$ cat config.mk
export PLATFORM = sky130hd
export DESIGN_NAME = bawm_merge_unit
export DESIGN_NICKNAME = d
export VERILOG_FILES = /design/src/design/bawm_pkg.sv /design/src/design/bawm_merge_unit.sv
export SDC_FILE = /design/constraint.sdc
export NUM_CORES = 1
export LEC_CHECK = 0
export CAP_MARGIN = 20
export CORE_ASPECT_RATIO = 0.6
export CORE_MARGIN = 2
export CORE_UTILIZATION = 30
export DETAILED_ROUTE_END_ITERATION = 8
export DONT_BUFFER_PORTS = 1
export GPL_ROUTABILITY_DRIVEN = 0
export SLEW_MARGIN = 20
export SYNTH_ARGS = -nofsm -noshare
export SYNTH_HDL_FRONTEND = slang
export SYNTH_SLANG_ARGS = --single-unit
$ cat constraint.sdc
create_clock -name vclk -period 1.3
set_clock_uncertainty 0.1 [all_clocks]
set_input_delay 0.065 -clock vclk [all_inputs]
set_output_delay 0.065 -clock vclk [all_outputs]
set_load 0.01 [all_outputs]
$ cat src/design/bawm_pkg.sv
// Shared types and constants for the bit-addressed word memory.
// Holds the transfer structs, access kind codes and memory port groups.
// No dependencies; every other design file imports this package.
package bawm_pkg;

  // Store geometry.
  localparam int WORD_COUNT = 1024;
  localparam int WIDX_W     = $clog2(WORD_COUNT);
  localparam int WORD_W     = 16;
  localparam int BITPOS_W   = 4;
  localparam int ADDR_W     = 14;
  localparam int DATA_W     = 32;
  localparam int KIND_W     = 3;

  // An access touches at most three stored words, so the window is 48 bits.
  localparam int WIN_W      = 3 * WORD_W;
  localparam int SEG_W      = 2;

  // Word index taken from the bit address, and a width that holds
  // index plus word count for the range check.
  localparam int WBASE_W    = ADDR_W - BITPOS_W;
  localparam int CHK_W      = ((WBASE_W > WIDX_W) ? WBASE_W : WIDX_W) + 2;

  // Access kinds.
  localparam logic [KIND_W-1:0] KIND_RD_BIT   = 3'd0;
  localparam logic [KIND_W-1:0] KIND_RD_WORD  = 3'd1;
  localparam logic [KIND_W-1:0] KIND_RD_DWORD = 3'd2;
  localparam logic [KIND_W-1:0] KIND_WR_BIT   = 3'd3;
  localparam logic [KIND_W-1:0] KIND_WR_WORD  = 3'd4;
  localparam logic [KIND_W-1:0] KIND_WR_DWORD = 3'd5;

  typedef struct packed {
    logic [KIND_W-1:0] kind;
    logic [ADDR_W-1:0] bit_address;
    logic [DATA_W-1:0] write_data;
  } in_t;

  typedef struct packed {
    logic [DATA_W-1:0] read_data;
    logic              out_of_range;
  } out_t;

  // Control for the shared merge unit: field mask and data already shifted
  // into window position, and which stored word of the window is handled.
  typedef struct packed {
    logic [WIN_W-1:0] mask;
    logic [WIN_W-1:0] data;
    logic [SEG_W-1:0] seg;
  } lane_ctl_t;

  typedef struct packed {
    logic              we;
    logic [WIDX_W-1:0] addr;
    logic [WORD_W-1:0] data;
  } mem_wr_t;

  typedef struct packed {
    logic              re;
    logic [WIDX_W-1:0] addr;
  } mem_rd_t;

endpackage

$ cat src/design/bawm_merge_unit.sv
// Shared merge unit: folds the accessed field into one stored word,
// keeping the bits outside the field. Depends on bawm_pkg.
module bawm_merge_unit
  import bawm_pkg::*;
(
  input  lane_ctl_t         ctl,
  input  logic [WORD_W-1:0] old_word,
  output logic [WORD_W-1:0] new_word
);

  logic [WORD_W-1:0] seg_mask;
  logic [WORD_W-1:0] seg_data;

  always_comb begin
    case (ctl.seg)
      2'd0: begin
        seg_mask = ctl.mask[WORD_W-1:0];
        seg_data = ctl.data[WORD_W-1:0];
      end
      2'd1: begin
        seg_mask = ctl.mask[2*WORD_W-1:WORD_W];
        seg_data = ctl.data[2*WORD_W-1:WORD_W];
      end
      2'd2: begin
        seg_mask = ctl.mask[3*WORD_W-1:2*WORD_W];
        seg_data = ctl.data[3*WORD_W-1:2*WORD_W];
      end
      default: begin
        seg_mask = '0;
        seg_data = '0;
      end
    endcase
  end

  assign new_word = (old_word & ~seg_mask) | (seg_data & seg_mask);

endmodule

-- Word level (Yosys, flattened, before mapping)
Cells that the tools add are included.
- input bits: 114
- register bits after elaboration: 0
- word-level logic and storage cells: 9
- mux-type cells: 2
- bitwise gates (word level): 4
- equal/unequal tests: 2
- reduce and logical (&&, ||, !) cells: 1
- operators with widths (operator ; count):
    $pmux W16 S3 ; 2
    $and A16 B16 Y16 ; 2
    $not A16 Y16 ; 1
    $or A16 B16 Y16 ; 1
    $eq A2 B1 Y1 const B ; 1
    $eq A2 B2 Y1 const B ; 1
    $logic_not A2 Y1 ; 1

-- Logic depth before layout (Yosys ltp)
- word-level depth: 5
- gate-level depth with buffers: 6
- depth with buffers taken out: 3

-- Least setup slack after synthesis
OpenSTA, ideal clock, no wires.
- path kind: input port to output port
- start: input port ctl[0] (netlist bit)
- end: output port new_word[10]
- buffers on the path: 3
- slack: 0.177 ns
- data required time: 1.135 ns
- data arrival time: 0.958 ns
- stages: 6
- path through: buf_6 -> nor2b_4 -> buf_6 -> buf_8 -> o2bb2ai_2 -> mux2_4
- longest elaborated chain between the ends: 5
- elaborated cells between the ends (all ways): 9
- ends and longest elaborated chain (item ; line ; text):
    start, declared ; bawm_merge_unit.sv:6 ; input lane_ctl_t ctl,
    $eq A2 B2 Y1 (tied with other cells) ; bawm_merge_unit.sv:15 ; case (ctl.seg)
    $pmux W16 S3 ; bawm_merge_unit.sv:15 ;
    $not A16 Y16 ; bawm_merge_unit.sv:35 ; assign new_word = (old_word & ~seg_mask) | (seg_data & seg_mask);
    $and A16 B16 Y16 ; bawm_merge_unit.sv:35 ;
    $or A16 B16 Y16 (*) ; bawm_merge_unit.sv:35 ;
    end, declared ; bawm_merge_unit.sv:8 ; output logic [WORD_W-1:0] new_word
Every way passes the cells marked *; elsewhere a longest branch is shown, timed or not.

-- Final worst setup path
- start: input port ctl[0] (netlist bit)
- end: output port new_word[0]
Same word-level chain as after synthesis.

==> impl_metrics.yaml <==
outcome:
  outcome: "completed"
synth:
  synth_top_area_share_pct: 30.7
  syn_avg_cell_area_um2: 11.2
  synth.most_common_cell: "mux2i_1"
  synthTopCellsByArea: "mux2i_1 (31%), mux2_4 (20%), o2bb2ai_2 (20%)"
  syn_inst: 93
  yosysSeqAreaShare_pct: 0
  synth_fp_nets: 207
  synth_common_cells: "mux2i_1 (32), o2bb2ai_1 (18), mux2_4 (14), o2bb2ai_2 (14), buf_6 (6)"
  yosys_warnings: 0
  netlist_area_um2: 1040
  yosysTopAreaCell: "mux2i_1"
  synth_cell_types: 11
routing:
  finalWirelength_mm: 2.83
  vias_per_cell: 6.23
  route.detailed.drc: 0
  wl_per_cell_um: 22.1
  num_vias: 797
  drtIter0Drc: 18
  dr.pass1.iters: 4
  antenna_left: 0
finish:
  regArea_um2: 0
  layout.nets: 199
  filler_cell_count: 343
  area_growth_pct: -2.40
  final_layout_size_suffix_gt1_share_pct: 39.8
  design.seq.count: 0
  antenna_cells: 0
  clockBufferCount: 0
  fin_area_um2: 1020
power_and_ir_drop:
  p_int_uw: 191
  switching_share_pct: 41.0
  pwr_density_cell_nw_per_um2: 317
  p_leak_nw: 0.406
  irDropWorstVdd_mv: 0.0808
  switchingPower_uw: 132
  pwr-share-seq_pct: 0
  pwr-share-clk_pct: 0
  pwr-share-comb_pct: 100.0
clock_tree:
  cts_hold_buf: 0
  cts_resized: 0
  post_cts_buffers: 0
floorplan:
  dieHeight_um: 49.7
  rows: 16
  io_pins: 130
  fp.dieArea_um2: 3980
  core_um2: 3280
  start_util_pct: 31.8
  fp.dieW_um: 80.1
global_routing:
  grtUsageTotal_pct: 12.3
  antenna_found_initial: 0
  grt_first_pass_wirelength_mm: 3.93
  grt-ovfl-total: 0
  grt_max_degree: 34
  grt_pass1_vias: 844
timing:
  rsz0062_at_grt: "no"
  tightest_slew_ns: 0.203
  tns_ns: 0
  final_max_slew_viol_count: 0
  hold_viol_final: 0
  max_slew_margin_pct: 86.1
  period_share_pct: 86.3
  clock.fmax_mhz: 891
  fin_crit_ns: 1.12
  setup_viol_count_final: 0
worst_setup_path:
  cp-end-kind: "output port"
  cp.arrival_ns: 0.96
  start_kind: "input port"
  path_class: "input port to output port"
  critPathLaunch: "ctl[0]"
  critPathRequiredTime_ns: 1.13
  cp_max_fo: 33
place:
  numPortBuffers: 0
  dp_hpwl_mm: 2.35
  post_dp_cell_area_um2: 1020
flow_run:
  maxCapViolations: 0
worst_hold_path:
  hold_class: "input port to output port"
  min_from: "old_word[8]"
power groups by stage:
stage	clock [mW]	combinational [mW]	sequential (mW)
2_1_floorplan	0	0.348	0
6_report	0	0.323	0
4_1_cts	0	0.328	0
3_5_place_dp	0	0.329	0
3_3_place_gp	0	0.318	0
5_1_grt	0	0.347	0
critical path: stages:
cell	delay, ns
nor2b_4	0.15
buf_12	0.18
o2bb2ai_1	0.15
mux2_2	0.39
placed cells by master (no fill, tap or decap):
cell type / instances
mux2i_1: 32
o2bb2ai_2: 14
mux2_4: 14
mux2_2: 2
buf_12: 1
o2bb2ai_1: 18
nor2b_4: 1
buf_4: 1
final timing paths:
kind	endpoint	slack, ns	depth (start not counted)
setup / recovery	new_word[0]	0.18	4
hold / removal	new_word[8]	0.17	1
final cells by class:
cell class         instances  area [um2]  area share [%]
multi-input cells         81         935            91.8
well taps                 45        56.3            5.53
repair buffers             2        27.5            2.70
cell families after synthesis:
kind of cell | after synthesis | share of synthesized area [%]
AOI/OAI and AO/OA | 32 | 35.3
and+or+nand+nor | 1 | 1.32
muxes | 48 | 53.0
buffers and inverters | 12 | 10.4
layer usage:
metal / GRT usage, % / share of wire, %
met5: 0 / 0
met2: 26.5 / 53
met4: 0.282 / 0
met3: 3.30 / 13
met1: 12.2 / 34
metrics by stage:
step                setup slack [ns]  cells  total power [mW]  hold WS [ns]  util (%)
floorplan                      0.177     93             0.348         0.165         -
global placement               0.227    128             0.318         0.169      31.0
detailed placement             0.187    128             0.329         0.168      31.0
CTS                            0.187    128             0.328         0.168      31.0
global route                   0.145    128             0.347         0.169      31.0
finish                         0.178    128             0.323         0.167      31.0
(Power assumes the default switching activity.)
